[config.mk]
export PLATFORM = sky130hd
export DESIGN_NAME = sync_frame_deframer_xor_check
export DESIGN_NICKNAME = d
export VERILOG_FILES = /design/src/hdl/sfd_pkg.sv /design/src/hdl/sfd_front.sv /design/src/hdl/sfd_queue.sv /design/src/hdl/sfd_back.sv /design/src/hdl/sync_frame_deframer_xor_check.sv
export SDC_FILE = /design/constraint.sdc
export NUM_CORES = 1
export LEC_CHECK = 0
export BUFFER_PORTS_ARGS = -buffer_cell sky130_fd_sc_hd__clkbuf_2
export CAP_MARGIN = 10
export CORE_MARGIN = 2
export CORE_UTILIZATION = 61
export DETAILED_ROUTE_END_ITERATION = 8
export PLACE_DENSITY = 0.92
export REMOVE_ABC_BUFFERS = 1
export SKIP_CTS_REPAIR_TIMING = 1
export SYNTH_ARGS = -nofsm -noshare
export SYNTH_HDL_FRONTEND = slang
export SYNTH_SLANG_ARGS = --single-unit
[constraint.sdc]
create_clock -name clk -period 4.41 [get_ports clk]
set_input_delay 0.441 -clock clk [delete_from_list [all_inputs] [get_ports clk]]
set_output_delay 0.441 -clock clk [all_outputs]
set_load 0.1 [all_outputs]
[src/hdl/sfd_pkg.sv]
// shared types and constants for the frame deframer
package sfd_pkg;

  localparam int FRAME_LEN_DEF = 14;
  localparam int POS_W         = 6;
  localparam int BYTE_W        = 8;
  localparam int TALLY_W       = 32;

  localparam logic [BYTE_W-1:0] OPEN_MARK = 8'hA5;

  typedef enum logic [1:0] {
    EV_STRAY = 2'd0,
    EV_TAKEN = 2'd1,
    EV_GOOD  = 2'd2,
    EV_BAD   = 2'd3
  } event_t;

  // one classified byte handed from front to back
  typedef struct packed {
    event_t              ev;
    logic [POS_W-1:0]    pos;
    logic [BYTE_W-1:0]   data;
    logic [BYTE_W-1:0]   check;
  } cmd_t;

endpackage

[src/hdl/sfd_front.sv]
// front end: frame tracking, running xor and byte classification
module sfd_front #(
  parameter int FRAME_LEN = sfd_pkg::FRAME_LEN_DEF
) (
  input  logic                        clk,
  input  logic                        rst_n,
  input  logic                        in_valid,
  output logic                        in_ready,
  input  logic [sfd_pkg::BYTE_W-1:0]  in_rx_byte,
  output logic                        push,
  output sfd_pkg::cmd_t               push_cmd,
  input  logic                        q_full
);

  localparam logic [sfd_pkg::POS_W-1:0] LAST = sfd_pkg::POS_W'(FRAME_LEN - 1);

  logic                        in_frame_r, in_frame_nxt;
  logic [sfd_pkg::POS_W-1:0]   position_r, position_nxt;
  logic [sfd_pkg::BYTE_W-1:0]  check_r, check_nxt;

  assign in_ready = !q_full;
  assign push     = in_valid && in_ready;

  always_comb begin
    in_frame_nxt   = in_frame_r;
    position_nxt   = position_r;
    check_nxt      = check_r;
    push_cmd.pos   = position_r;
    push_cmd.data  = in_rx_byte;
    push_cmd.check = check_r;
    push_cmd.ev    = sfd_pkg::EV_TAKEN;
    if (!in_frame_r) begin
      if (in_rx_byte == sfd_pkg::OPEN_MARK) begin
        in_frame_nxt = 1'b1;
        position_nxt = sfd_pkg::POS_W'(1);
        check_nxt    = in_rx_byte;
      end else begin
        push_cmd.ev = sfd_pkg::EV_STRAY;
      end
    end else if (position_r == LAST) begin
      // last byte is the check byte, frame closes either way
      push_cmd.ev  = (check_r == in_rx_byte) ? sfd_pkg::EV_GOOD : sfd_pkg::EV_BAD;
      in_frame_nxt = 1'b0;
      position_nxt = '0;
      check_nxt    = '0;
    end else begin
      check_nxt    = check_r ^ in_rx_byte;
      position_nxt = position_r + sfd_pkg::POS_W'(1);
    end
  end

  always_ff @(posedge clk) begin
    if (!rst_n) begin
      in_frame_r <= 1'b0;
      position_r <= '0;
      check_r    <= '0;
    end else if (push) begin
      in_frame_r <= in_frame_nxt;
      position_r <= position_nxt;
      check_r    <= check_nxt;
    end
  end

endmodule

[src/hdl/sfd_queue.sv]
// two-entry queue between front and back
module sfd_queue (
  input  logic           clk,
  input  logic           rst_n,
  input  logic           push,
  input  sfd_pkg::cmd_t  push_cmd,
  output logic           full,
  input  logic           pop,
  output logic           not_empty,
  output sfd_pkg::cmd_t  pop_cmd
);

  sfd_pkg::cmd_t mem [2];
  logic       wr_ptr_r;
  logic       rd_ptr_r;
  logic [1:0] count_r;

  assign full      = (count_r == 2'd2);
  assign not_empty = (count_r != 2'd0);
  assign pop_cmd   = mem[rd_ptr_r];

  always_ff @(posedge clk) begin
    if (push) begin
      mem[wr_ptr_r] <= push_cmd;
    end
  end

  always_ff @(posedge clk) begin
    if (!rst_n) begin
      wr_ptr_r <= 1'b0;
      rd_ptr_r <= 1'b0;
      count_r  <= 2'd0;
    end else begin
      if (push) wr_ptr_r <= !wr_ptr_r;
      if (pop)  rd_ptr_r <= !rd_ptr_r;
      case ({push, pop})
        2'b10:   count_r <= count_r + 2'd1;
        2'b01:   count_r <= count_r - 2'd1;
        default: count_r <= count_r;
      endcase
    end
  end

endmodule

[src/hdl/sfd_back.sv]
// back end: header capture, held fields, tallies and the result register
module sfd_back (
  input  logic                        clk,
  input  logic                        rst_n,
  input  logic                        q_not_empty,
  input  sfd_pkg::cmd_t               q_cmd,
  output logic                        pop,
  output logic                        out_valid,
  input  logic                        out_ready,
  output logic [1:0]                  out_event_res
);

  logic                          out_valid_r;
  sfd_pkg::event_t               out_event_r;
  logic [sfd_pkg::BYTE_W-1:0]    cap_src_r, cap_dst_r, cap_type_r;
  logic [2*sfd_pkg::BYTE_W-1:0]  cap_seq_r;
  logic [sfd_pkg::BYTE_W-1:0]    held_src_r, held_dst_r, held_type_r;
  logic [2*sfd_pkg::BYTE_W-1:0]  held_seq_r;
  logic [sfd_pkg::BYTE_W-1:0]    held_want_r, held_got_r;
  logic [sfd_pkg::TALLY_W-1:0]   byte_tally_r, good_tally_r, bad_tally_r, stray_tally_r;

  // take a beat whenever the result register is free or draining
  assign pop           = q_not_empty && (!out_valid_r || out_ready);
  assign out_valid     = out_valid_r;
  assign out_event_res = out_event_r;

  always_ff @(posedge clk) begin
    if (!rst_n) begin
      out_valid_r <= 1'b0;
    end else if (pop) begin
      out_valid_r <= 1'b1;
    end else if (out_ready) begin
      out_valid_r <= 1'b0;
    end
  end

  always_ff @(posedge clk) begin
    if (pop) begin
      out_event_r <= q_cmd.ev;
    end
  end

  always_ff @(posedge clk) begin
    if (!rst_n) begin
      cap_src_r     <= '0;
      cap_dst_r     <= '0;
      cap_type_r    <= '0;
      cap_seq_r     <= '0;
      held_src_r    <= '0;
      held_dst_r    <= '0;
      held_type_r   <= '0;
      held_seq_r    <= '0;
      held_want_r   <= '0;
      held_got_r    <= '0;
      byte_tally_r  <= '0;
      good_tally_r  <= '0;
      bad_tally_r   <= '0;
      stray_tally_r <= '0;
    end else if (pop) begin
      byte_tally_r <= byte_tally_r + sfd_pkg::TALLY_W'(1);
      case (q_cmd.ev)
        sfd_pkg::EV_STRAY: begin
          stray_tally_r <= stray_tally_r + sfd_pkg::TALLY_W'(1);
        end
        sfd_pkg::EV_TAKEN: begin
          // header bytes follow the opening mark
          case (q_cmd.pos)
            sfd_pkg::POS_W'(1): cap_src_r  <= q_cmd.data;
            sfd_pkg::POS_W'(2): cap_dst_r  <= q_cmd.data;
            sfd_pkg::POS_W'(3): cap_type_r <= q_cmd.data;
            sfd_pkg::POS_W'(4): cap_seq_r[sfd_pkg::BYTE_W-1:0] <= q_cmd.data;
            sfd_pkg::POS_W'(5): cap_seq_r[2*sfd_pkg::BYTE_W-1:sfd_pkg::BYTE_W] <= q_cmd.data;
            default: ;
          endcase
        end
        sfd_pkg::EV_GOOD: begin
          good_tally_r <= good_tally_r + sfd_pkg::TALLY_W'(1);
          held_want_r  <= q_cmd.check;
          held_got_r   <= q_cmd.data;
          held_src_r   <= cap_src_r;
          held_dst_r   <= cap_dst_r;
          held_type_r  <= cap_type_r;
          held_seq_r   <= cap_seq_r;
        end
        default: begin
          bad_tally_r <= bad_tally_r + sfd_pkg::TALLY_W'(1);
          held_want_r <= q_cmd.check;
          held_got_r  <= q_cmd.data;
        end
      endcase
    end
  end

endmodule

[src/hdl/sync_frame_deframer_xor_check.sv]
// top level: deframer with front classifier, queue and back end
// an accepted byte is registered in the queue, then in the result register, before its status shows on the output
// throughput: one byte per cycle while the output is not stalled, set by the front update loop
// a stalled output backs up through the two-entry queue to in_ready
// reset: synchronous active-low rst_n closes any frame and clears all
// tallies and held fields
module sync_frame_deframer_xor_check #(
  parameter int FRAME_LEN = sfd_pkg::FRAME_LEN_DEF
) (
  input  logic                        clk,
  input  logic                        rst_n,
  input  logic                        in_valid,
  output logic                        in_ready,
  input  logic [sfd_pkg::BYTE_W-1:0]  in_rx_byte,
  output logic                        out_valid,
  input  logic                        out_ready,
  output logic [1:0]                  out_event_res
);

  logic          push;
  logic          pop;
  logic          q_full;
  logic          q_not_empty;
  sfd_pkg::cmd_t push_cmd;
  sfd_pkg::cmd_t pop_cmd;

  sfd_front #(
    .FRAME_LEN (FRAME_LEN)
  ) u_front (
    .clk        (clk),
    .rst_n      (rst_n),
    .in_valid   (in_valid),
    .in_ready   (in_ready),
    .in_rx_byte (in_rx_byte),
    .push       (push),
    .push_cmd   (push_cmd),
    .q_full     (q_full)
  );

  sfd_queue u_queue (
    .clk       (clk),
    .rst_n     (rst_n),
    .push      (push),
    .push_cmd  (push_cmd),
    .full      (q_full),
    .pop       (pop),
    .not_empty (q_not_empty),
    .pop_cmd   (pop_cmd)
  );

  sfd_back u_back (
    .clk           (clk),
    .rst_n         (rst_n),
    .q_not_empty   (q_not_empty),
    .q_cmd         (pop_cmd),
    .pop           (pop),
    .out_valid     (out_valid),
    .out_ready     (out_ready),
    .out_event_res (out_event_res)
  );

endmodule
---- After elaboration in Yosys (flattened, before gate mapping) ----
Memories as Yosys holds them, arrays and structs flattened. A register that Yosys moved wholly into a read port is not among the register bits.
Cells that the tools add are included.
storage, ports and cells
  bits in registers ....................... 20
  bits in latches ......................... 0
  bits in writable memories ............... 48
  ROM bits ................................ 0
  input port bits ......................... 12
  word-level logic and storage cells ...... 48
  memories ................................ 1
cells by class
  add/sub/neg operators ................... 3
  multipliers ............................. 0
  div/mod/pow operators ................... 0
  magnitude comparators ................... 0
  equal/unequal tests ..................... 6
  shifts and indexed selects .............. 0
  mux-type cells .......................... 18
  bitwise gates (word level) .............. 1
  reductions and logical operators ........ 12
memory list
  name         depth  bits a word  read ports  clocked after memory_dff  wr ports  RTL line         source
  u_queue.mem  2      24           1           1                         1         sfd_queue.sv:13  sfd_pkg::cmd_t mem [2];
operator list
  kind                                              count
  two-way mux 8 bit                                 3
  two-way mux 6 bit                                 3
  two-way mux 1 bit                                 9
  == test 8 bit                                     1
  == test 8 bit, second input constant              1
  nonzero test 2 bit                                4
  bitwise XOR 8 bit                                 1
  adder 6 x 1 -> 6 bit, second input constant       1
  == test 6 x 4 -> 1 bit, second input constant     1
  == test 2 bit, second input constant              2
  logical NOT 1 bit                                 4
  two-way mux 2 bit                                 2
  case mux 2 bit (2 select lines)                   1
  adder 2 x 1 -> 2 bit, second input constant       1
  == test 2 x 1 -> 1 bit, second input constant     1
  logical AND 1 bit                                 2
  AND reduction 2 bit                               1
  subtractor 2 x 1 -> 2 bit, second input constant  1
  logical OR 1 bit                                  1

---- Depth between registers and ports, before layout ----
Gate-level depths: netlist of run 1.
  word-level depth ........................ 5
  depth in mapped cells ................... 9
  depth with buffers taken out ............ 8

---- Modules after synthesis ----
Synthesis of run 1 repeated with hierarchy kept, for this count alone.
second synthesis, totals
  cells, all modules ...................... 217
  area total of the unflattened synthesis .. 3074.2 µm²
by module, submodules not included
  module     times used  cells an instance  area each (µm²)
  sfd_queue  1           97                 1945.6
  sfd_front  1           114                1021.0
  sfd_back   1           6                  107.6

---- Least setup slack after synthesis of run 1 ----
OpenSTA, ideal clock, no wires.
  path type ............................... register -> register
  start point ............................. register u_back.out_valid_r, in the netlist u_back.out_valid
  end point ............................... register u_queue.count_r[1]
  library setup time ...................... 73 ps
  data arrival time ....................... 2064 ps
  data required time ...................... 4337 ps
  path slack .............................. 2273 ps
  stages on the path, launching flop included .. 6
  buffers on the path ..................... 0
  clock period less this slack ............ 2137 ps
  path through ............................ dfxtp_1 -> nor2b_1 -> nor2_1 -> ha_1 -> or3_1 -> a21oi_1
between the ends
  cells in the longest elaborated chain, start to end .. 5
RTL lines
  what                                                                          RTL line                             source
  start: declaration                                                            sfd_back.sv:13                       logic out_valid_r;
  start signal: assignment                                                      sfd_back.sv:29                       out_valid_r <= 1'b0;
  start signal: assignment                                                      sfd_back.sv:31                       out_valid_r <= 1'b1;
  start signal: assignment                                                      sfd_back.sv:33                       out_valid_r <= 1'b0;
  logical NOT 1 bit (*)                                                         sfd_back.sv:23                       assign pop = q_not_empty && (!out_valid_r || out_ready);
  logical OR 1 bit (*)                                                          sfd_back.sv:23
  logical AND 1 bit (*)                                                         sfd_back.sv:23
  via pop                                                                       sync_frame_deframer_xor_check.sv:21  logic pop;
  == test 2 x 1 -> 1 bit / == test 2 bit (equally long branches)                sfd_queue.sv:36                      case ({push, pop})
  case mux 2 bit (2 select lines) / nonzero test 2 bit (equally long branches)  -
  end signal: assignment                                                        sfd_queue.sv:37                      2'b10: count_r <= count_r + 2'd1;
  end signal: assignment                                                        sfd_queue.sv:38                      2'b01: count_r <= count_r - 2'd1;
  end signal: assignment                                                        sfd_queue.sv:39                      default: count_r <= count_r;
  end: declaration                                                              sfd_queue.sv:16                      logic [1:0] count_r;
The timed path passes the listed nets; every way through them passes the cells marked *.
A chain may end at the register's enable or synchronous reset.

---- Final worst setup path of run 1 ----
  start point ............................. register u_queue.count_r[0]
  end point ............................... output in_ready
between the ends
  cells in the longest elaborated chain, start to end .. 2
RTL lines
  what               RTL line                             source
  == test 2 bit      sfd_queue.sv:18                      assign full = (count_r == 2'd2);
  logical NOT 1 bit  sfd_front.sv:21                      assign in_ready = !q_full;
  end: declaration   sync_frame_deframer_xor_check.sv:13  output logic in_ready,
No other way between the ends.

==> results of run 1 <==
==> routing by layer <==
layer | vias to the layer above | wire, µm | global-route usage (%)
met5 | - | 0 | 0
li1 | 545 | - | -
met4 | 0 | 85 | 13.6
met3 | 11 | 161 | 3.16
met1 | 532 | 1240 | 30.0
met2 | 45 | 1590 | 45.6
==> placed cells by master (no fill, tap or decap), drive strengths merged, types with 2 or more instances in the layout <==
| cell | count |
|---|---|
| dfxtp | 20 |
| clkbuf | 18 |
| nor2 | 10 |
| xor2 | 9 |
| edfxtp | 6 |
| nor2b | 6 |
| nand2 | 5 |
| and2 | 5 |
| nor4b | 4 |
| a221o | 4 |
| a221oi | 4 |
| a311oi | 4 |
| inv | 4 |
| nand3 | 3 |
| a21o | 3 |
| o21ai | 3 |
| xnor2 | 3 |
| a21oi | 3 |
| ha | 3 |
| nor4 | 3 |
| mux2 | 2 |
| o211a | 2 |
| nand2b | 2 |
| clkinv | 2 |
| or3 | 2 |
| nor3b | 2 |
| a211oi | 2 |
==> per-stage QoR <==
step	hold slack (ps)	setup slack, ps	std cells	cell area (µm²)
6_report	364	2540	177	1510
5_1_grt	365	2440	177	1510
4_1_cts	349	2520	177	1510
3_5_place_dp	501	2580	173	1490
3_3_place_gp	478	2680	173	1490
2_1_floorplan	461	2270	130	1380
==> critical path: stages, from the launching register on <==
cell and delay, ps:
dfxtp_1 490, nor2b_4 90, inv_4 80, clkbuf_2 450
==> flip-flops by register name, indices dropped and copies added, names as in the netlist <==
name                  cells
u_front.position_r        6
u_front.check_r           8
u_front.in_frame_r        1
u_back.out_event_res      2
u_queue.mem               4
u_queue.rd_ptr_r          1
u_back.out_valid          1
u_queue.count_r           2
u_queue.wr_ptr_r          1
==> final cells by class <==
class / count / area share, %
repair buffers: 15 / 4.97
clock buffers: 3 / 1.49
clock inverters: 1 / 0.248
flip-flops and latches: 26 / 38.4
multi-input cells: 99 / 51.0
well taps: 28 / 2.32
inverters: 5 / 1.57
==> kinds of logic after synthesis <==
kind of cell               synth area share, %
AOI/OAI and AO/OA                         20.3
xor gates and xnor gates                  7.45
adders and majority gates                 2.66
buffers and inverters                     4.25
DFF                                       41.1
muxes                                     2.30
and+or+nand+nor                           21.9
==> path summary, 6_finish.rpt <==
check	end	cells past startpoint	start	slack, ps
max	in_ready	3	u_queue.count_r[0]$_SDFFE_PN0P_	2540
min reg2reg	u_front.position_r[1]$_SDFFE_PN0P_	2	u_front.position_r[1]$_SDFFE_PN0P_	520
min	u_front.check_r[0]$_SDFFE_PN0P_	2	in_rx_byte[0]	360
max reg2reg	u_front.check_r[7]$_SDFFE_PN0P_	4	u_front.in_frame_r$_SDFFE_PN0N_	2540
==> power by group through the flow <==
stage          clock [mW]  sequential, mW  combinational (mW)
6_report            0.101           0.298               0.230
3_3_place_gp            0           0.302               0.220
2_1_floorplan           0           0.391              0.0969
4_1_cts             0.106           0.299               0.231
3_5_place_dp            0           0.304               0.230
5_1_grt             0.113           0.303               0.248
==> results.md, run 1 <==
* Post-synth EDFFs at 6
* Total GRT Usage at about a quarter
* Worst Path Required at around 4000 ps
* CTS tree: built
* Sw Share at between 40% and 50%
* # IOs at 16
* FP Rows at 17
* Inserted Clock Buffers at 3
* Combinational fraction of design power at 36.6%
* Largest area contributor in the netlist: dfxtp_1
* Final WL at 3080 µm
* CTS Sinks at 26
* Setup violators final at 0
* Utilization after layout at 69.0%
* Worst-margin pin slew at 540 ps
* Placer Congestion at between 0.8 and 0.9
* Mapped Cells at 135
* H-Tree Depth at 1
* Die H at ~52 µm
* Post-synthesis instance area at 0.00141 mm²
* Post-route minimum period at 1870 ps
* Startpoint types: flop
* DR iter-0 viols at slightly above 50
* Worst vdd ir at between 0.0003 and 0.0004 V
* Ranking of synthesized cells by area: dfxtp_1 (28%), edfxtp_1 (13%), xor2_1 (5.6%)
* Die ar. at between 0.002 and 0.003 mm²
* Initial Utilization at about 64%
* Nets at 165
* RSZ-0062 raised after global routing: no
* Setup TNS at 0 ps
* FMAX at 534 MHz
* Final worst-path cycle share at 42.4%
* HP Class: in2reg
* Post-synth ARST share at 0%
* Via/cell ratio at 6.40
* Drt first pass iters at 4
* CP max FO at 5
* Endpoints failing hold at 0
* CTS max path bufs at 2
* Pleak at 0.584 nW
* Final ANT Viol Nets at 0
* Detailed Place HPWL at between 2000 and 2500 µm
* Synth warn at 0
* Register area share after synthesis at approximately 40%
* Share of cells above drive strength 1 at between 10% and 20%
* Crit path kind: reg2out
* P&R area growth vs syn at 7.09%
* Overall power at 0.629 mW
* PD cells at 416 mW/mm²
* Initial antenna violation count at 0
* Syn Area/Cell at 10.5 µm²
* Largest net degree at the start of global routing at 15
* Via count at about 1100
* Slew headroom at 64.2%
* Clk_lat worst skew at ~320 ps
* Root buffer selected by CTS: clkbuf_4
* Average wire per cell in the routed design at approximately 17 µm
* Sw Pwr at approximately 0.26 mW
* Residual DRC at 0
* Status: finished clean
* Multi-input logic area at slightly below 800 µm²
* Top-count cell post-synth: dfxtp_1
* Register area at ~580 µm²
* Power share of the sequential group at between 40% and 50%
* Max Slew Vio Count at 0
* Die extent in x at 52.1 µm
* Maxcap violations at 0
* First-pass GRT wire length at 5130 µm
* Top post-synthesis cells by count: dfxtp_1 (20), nor2_1 (10), xor2_1 (9)
* Area of the core at between 0.002 and 0.0025 mm²
* Antenna diode count at 0
* Filler instances at 174
* Worst-path clk slew at 130 ps
* Most used flip-flop cell after synthesis: dfxtp_1
* Int Power at 0.370 mW
* Port bufs at 15
* Clk pwr share at between 15 and 20%
* FF+latch count, synth at 26
* Grt ovf at 0
* Data arrival, critical path at 1430 ps
* Vias in the first global route at roughly 1100
* Critical Path End Type: output pin
* Cell variety after synth at 51
* Post-synth top area share at 28.4%
* Clk_skew at 5.81 ps
(Power assumes the default switching activity.)
==> run 2: changes to the inputs <==
--- a/config.mk
+++ b/config.mk
@@ -5,12 +5,13 @@
 export SDC_FILE = /design/constraint.sdc
 export NUM_CORES = 1
 export LEC_CHECK = 0
+export ABC_AREA = 1
 export BUFFER_PORTS_ARGS = -buffer_cell sky130_fd_sc_hd__clkbuf_2
 export CAP_MARGIN = 10
 export CORE_MARGIN = 2
-export CORE_UTILIZATION = 61
+export CORE_UTILIZATION = 51
 export DETAILED_ROUTE_END_ITERATION = 8
-export PLACE_DENSITY = 0.92
+export PLACE_DENSITY = 0.83
 export REMOVE_ABC_BUFFERS = 1
 export SKIP_CTS_REPAIR_TIMING = 1
 export SYNTH_ARGS = -nofsm -noshare
==> constraint.sdc (replaced) <==
create_clock -name clk -period 1.6 [get_ports clk]
set_input_delay 0.16 -clock clk [delete_from_list [all_inputs] [get_ports clk]]
set_output_delay 0.16 -clock clk [all_outputs]
set_load 0.1 [all_outputs]
==> run 2 against run 1 <==
Effect of this change:
- global-route usage decreased by 7.9 points
- sequential power grew to 2.8 times the previous value
- first-iteration DRC count fell by 24%
- setup slack got worse by 2400 ps
- design area increased by 3.6%
- synthesized area grew 1.3%
- count of clock-buffer cells in the layout is the same
==> results.md, run 2 <==
* # IOs at 16
* Critical Path End Type: output pin
* Post-synth EDFFs at 6
* Via count at 1207
* Cell Area, Placed at 0.00154 mm²
* DR iter-0 viols at 39
* Worst Path Required at about 1400 ps
* Levels on crit path at 3
* Clk pwr share at approximately 15%
* Int Power at 1.02 mW
* Reg2reg start: u_queue.count_r[1]$_SDFFE_PN0P_
* Sw Share at between 40% and 50%
* Syn Area/Cell at roughly 7.4 µm²
* Sw Pwr at 0.811 mW
* CP endpoint: in_ready
* Min-Delay Startpoint: out_ready
* Maxcap violations at 0
* Filler instances at roughly 250
* Highest-delay cell along the critical path: clkbuf_2
* Residual DRC at 0
* Nets at ~230
* Die H at 57.0 µm
* Post-synth ARST share at 0%
* Drt first pass iters at 4
* Worst-margin pin slew at between 500 and 600 ps
* Clk_skew at between 9 and 10 ps
* Die extent in x at 57.0 µm
* Final ANT Viol Nets at 0
* Status: finished clean
* Worst setup slack after layout at around 130 ps
* Register area share after synthesis at 40.6%
* Worst-path clk slew at roughly 140 ps
* Average wire per cell in the routed design at 10.7 µm
* Share of cells above drive strength 1 at a little under a fifth
* Setup violators final at 0
* Grt ovf at 0
* Placer Congestion at 0.839
* Overall power at between 1.5 and 2 mW
* H-Tree Depth at 1
* R2R depth at 6
* CTS tree: built
* WP buf/inv at 2
* Cell variety after synth at 30
* R2r endpoint: u_queue.count_r[1]$_SDFFE_PN0P_
* Worst hold slack at 121 ps
* Inserted Clock Buffers at 3
* Most frequent cells in the layout: nand2_1 (57), nor2_1 (23), dfxtp_1 (19)
* Die ar. at 0.00324 mm²
* CP cell instances: inv_2 > nand2_4 > clkbuf_2
* Finished Cell Area at 0.00157 mm²
* Pleak at 0.714 nW
* Crit path largest cell delay at about 460 ps
* CTS Sinks at 26
* CP delay by family, top: buffers and inverters
* Vias in the first global route at 1139
* Gr busiest metal: met2
* Slew headroom at 64.0%
* Met3 Use GR at roughly 4%
* Final WL at approximately 2600 µm
* Most used flip-flop cell after synthesis: dfxtp_1
* CTS max path bufs at 2
* Routing usage on met1 at 21.9%
* FMAX at 682 MHz
* Detailed Place HPWL at 1970 µm
* Initial Utilization at 52.8%
* R2R setup slack at between 100 and 150 ps
* Synth warn at 0
* HP Class: in2reg
* Root buffer selected by CTS: clkbuf_4
* PD cells at 1170 mW/mm²
* Commonest non-fill, non-tap cell in the layout: nand2_1
* Post-route minimum period at 1470 ps
* Largest register FFs at 8
* Setup TNS at 0 ps
* Startpoint types: flop
* Worst vdd ir at 0.00123 V
* Post-synth top area share at between 20 and 30%
* CP max FO at 4
* Initial antenna violation count at 0
* Clk_lat worst skew at 320 ps
* Max Slew Vio Count at 0
* Area of the core at 0.00271 mm²
* First-pass GRT wire length at 4590 µm
* Antenna diode count at 0
* Crit path kind: reg2out
* Dpl ws at 138 ps
* Top flop regs: u_front.check_r x8, u_front.position_r x6, u_queue.mem x4
* Mapped Cells at 192
* FP Rows at 19
* Largest net degree at the start of global routing at 18
* P&R area growth vs syn at 9.54%
* Top post-synthesis cells by count: nand2_1 (57), nor2_1 (23), dfxtp_1 (20)
* RSZ-0062 raised after global routing: no
* Combinational fraction of design power at 39.2%
* Largest area contributor in the netlist: dfxtp_1
* Top-count cell post-synth: nand2_1
* Post-synthesis instance area at 0.00143 mm²
* FF+latch count, synth at 26
* Via/cell ratio at 4.99
* Port bufs at 15
* Largest register by flop count: u_front.check_r
* Final worst-path cycle share at 91.7%
* Ranking of synthesized cells by area: dfxtp_1 (28%), nand2_1 (15%), edfxtp_1 (13%)
* Critical Path Source: u_queue.count_r[0]$_SDFFE_PN0P_
* Power share of the sequential group at 45.8%
* Total GRT Usage at between 10% and 20%
* Data arrival, critical path at 1310 ps
* M2 GR Usage at 30.9%
* Endpoints failing hold at 0
-- run 2: cell count changes after synthesis, moves of 5 or more --
cell / delta
a21oi_1: +9
inv_1: +16
nand2_1: +52
nand3_1: +6
nor2_1: +13
nor2b_1: -5
-- run 2: metrics by stage --
| step | utilization (%) | std cells |
|---|---|---|
| 5_1_grt | 57.8 | 242 |
| 3_3_place_gp | 56.8 | 238 |
| 3_5_place_dp | 56.8 | 238 |
| 4_1_cts | 57.8 | 242 |
| 2_1_floorplan | - | 188 |
| 6_report | 57.8 | 242 |
-- run 2: worst min path at each step --
stage	endpoint	slack [ps]	cells past startpoint
final	u_back.out_valid$_SDFFE_PN0P_	120	4
after global routing	u_back.out_valid$_SDFFE_PN0P_	130	4
after detailed placement	u_back.out_valid$_SDFFE_PN0P_	470	4
after global placement	u_back.out_valid$_SDFFE_PN0P_	460	4
after floorplan	u_front.check_r[1]$_SDFFE_PN0P_	280	2
after CTS	u_back.out_valid$_SDFFE_PN0P_	110	4
-- run 2: kinds of logic (layout without fill, tap and decap cells) --
kind of cell             Yosys count  after routing  share of synthesized area [%]
AO/OA/AOI/OAI                     22             22                           9.19
XOR/XNOR                           9              9                           5.51
adder cells (fa/ha/maj)            3              3                           2.62
buffers and inverters             27             46                           8.48
flip-flops                        26             26                           40.6
AND/OR/NAND/NOR                  105            105                           33.6
-- run 2: routing by layer --
| layer | vias up | wire length [µm] |
|---|---|---|
| met5 | - | 0 |
| met4 | 0 | 15 |
| met3 | 2 | 92 |
| met2 | 23 | 1290 |
| met1 | 537 | 1190 |
| li1 | 645 | - |
-- run 2: cell type report --
class,count,area [µm²],area share [%]
Sequential cell,26,582,37.1
Inverter,23,86.3,5.51
Clock inverter,1,3.75,0.240
Clock buffer,3,22.5,1.44
Timing Repair Buffer,19,105,6.71
Multi-Input combinational cell,139,728,46.5
Tap cell,31,38.8,2.48
-- run 2: tightest hold or removal path, stage by stage --
cell and delay [ps]:
clkbuf_2 80, inv_1 30, nand2_1 70, a31oi_1 70
-- run 2: power groups by stage --
stage          Combinational (mW)  Sequential, mW  Clock (mW)
2_1_floorplan               0.344            1.11           0
3_3_place_gp                0.709           0.850           0
3_5_place_dp                0.720           0.855           0
4_1_cts                     0.721           0.839       0.286
5_1_grt                     0.773           0.849       0.318
6_report                    0.719           0.841       0.275
==> run 3: changes to the inputs <==
--- a/config.mk
+++ b/config.mk
@@ -5,7 +5,6 @@
 export SDC_FILE = /design/constraint.sdc
 export NUM_CORES = 1
 export LEC_CHECK = 0
-export ABC_AREA = 1
 export BUFFER_PORTS_ARGS = -buffer_cell sky130_fd_sc_hd__clkbuf_2
 export CAP_MARGIN = 10
 export CORE_MARGIN = 2
==> run 3 against run 2 <==
Effect of this change:
- power grew 13%
- design area increased by 9.5%
- first-iteration DRC count decreased by 10%
- sequential cell count stayed put
==> results.md, run 3 (synthesized netlist as in run 1, its figures left out) <==
* Placed cell count at roughly 190
* Final worst-path cycle share at 97.3%
* FMAX at approximately 640 MHz
* Status: finished clean
* Die extent in x at ~57 µm
* Drt first pass iters at 4
* Worst Path Required at about 1900 ps
* Vias in the first global route at ~1100
* Endpoints failing hold at 0
* First-pass GRT wire length at 4920 µm
* # IOs at 16
* Largest net degree at the start of global routing at 16
* Finished Cell Area at 0.00172 mm²
* Highest-delay cell along the critical path: dfxtp_2
* P&R area growth vs syn at 21.5%
* Worst-margin pin slew at 539 ps
* Routed wl met2 at 1710 µm
* DR iter-0 viols at 35
* CTS tree: built
* Final ANT Viol Nets at 0
* Detailed Place HPWL at about 2300 µm
* Largest register by flop count: u_front.check_r
* CTS Sinks at 26
* Clk_skew at 2.85 ps
* WL met1 at ~1300 µm
* Crit path kind: reg2reg
* Via/cell ratio at 5.97
* Slew headroom at 64.2%
* Port bufs at 15
* Initial antenna violation count at 0
* Startpoint types: flop
* Overall power at 2.07 mW
* Residual DRC at 0
* Inserted Clock Buffers at 3
* Antenna diode count at 0
* Die ar. at 0.00320 mm²
* Area of the core at 0.00269 mm²
* Nets at 177
* Top flop regs: u_front.check_r x8, u_front.position_r x6, u_queue.mem x4
* CP cell instances: buf_4 > nor2_1 > nor2_2 > ha_4 > or3_4 > a21oi_2
* Grt ovf at 0
* Root buffer selected by CTS: clkbuf_4
* Share of cells above drive strength 1 at 36.6%
* Critical Path End Type: flop
* Metal3 WL at 106 µm
* Via count at 1147
* Crit path largest cell delay at 390 ps
* Average wire per cell in the routed design at 16.3 µm
* PD cells at ~1200 mW/mm²
* Worst vdd ir at 0.00108 V
* Dpl ws at -9.50 ps
* HP Class: in2reg
* Placer Congestion at 0.761
* Total GRT Usage at 19.5%
* Commonest non-fill, non-tap cell in the layout: dfxtp_1
* Utilization after layout at 63.9%
* CP max FO at 3
* Die H at 56.6 µm
* Filler instances at 209
* WP buf/inv at 1
* Pleak at 0.662 nW
* CP delay by family, top: simple AND/OR/NAND/NOR gates
* Data arrival, critical path at 1830 ps
* CTS max path bufs at 2
* Worst hold slack at between 70 and 80 ps
* Top sig layer: met4
* Setup violators final at 0
* Maxcap violations at 0
* Final WL at approximately 3100 µm
* Setup TNS at 0 ps
* Max Slew Vio Count at 0
* Layout Cells excl Fill at approximately 190
* FP Rows at 19
* Most frequent cells in the layout: dfxtp_1 (16), clkbuf_2 (14), buf_4 (12)
* Worst-path clk slew at ~140 ps
* R2R setup slack at roughly 43 ps
* Post-route minimum period at about 1600 ps
* H-Tree Depth at 1
* Worst setup slack after layout at 42.6 ps
* Cell Area, Placed at 0.00158 mm²
* Clk_lat worst skew at 320 ps
* Initial Utilization at 52.5%
* Largest register FFs at 8
-- run 3: cell count changes in the layout (fill, tap and decap cells not counted), sizes merged, moves of 5 or more --
cell / before / now
nand2: 62 / 5
inv: 22 / 4
nor2: 27 / 10
a21oi: 14 / 3
buf: 4 / 13
nand3: 10 / 3
nor2b: 0 / 6
and2: 0 / 5
-- run 3: power breakdown --
part           switching (mW)  internal [mW]
logic                   0.532          0.269
registers              0.0458          0.768
clock network           0.201          0.253
total                   0.779           1.29
-- run 3: per-layer routing --
metal	vias to the layer above	global-route usage, %
met5	-	0
met4	0	4.08
met3	2	5.53
met2	19	34.2
met1	560	23.8
li1	566	-
-- run 3: final timing paths --
check / from / endpoint / cells after the start
hold / removal: in_rx_byte[0] / u_front.check_r[0]$_SDFFE_PN0P_ / 2
hold reg to reg: u_front.position_r[1]$_SDFFE_PN0P_ / u_front.position_r[1]$_SDFFE_PN0P_ / 2
setup / recovery: u_queue.count_r[0]$_SDFFE_PN0P_ / u_queue.count_r[1]$_SDFFE_PN0P_ / 6
setup reg to reg: u_queue.count_r[0]$_SDFFE_PN0P_ / u_queue.count_r[1]$_SDFFE_PN0P_ / 6
-- run 3: cell type report --
type | instances | area (µm²) | share of cell area [%]
clock buffer | 3 | 22.5 | 1.31
clock inverter | 1 | 30.0 | 1.75
inverter | 5 | 23.8 | 1.39
multi-input combinational | 99 | 843 | 49.2
sequential | 26 | 586 | 34.1
tap | 31 | 38.8 | 2.26
timing repair buffer | 27 | 171 | 9.99
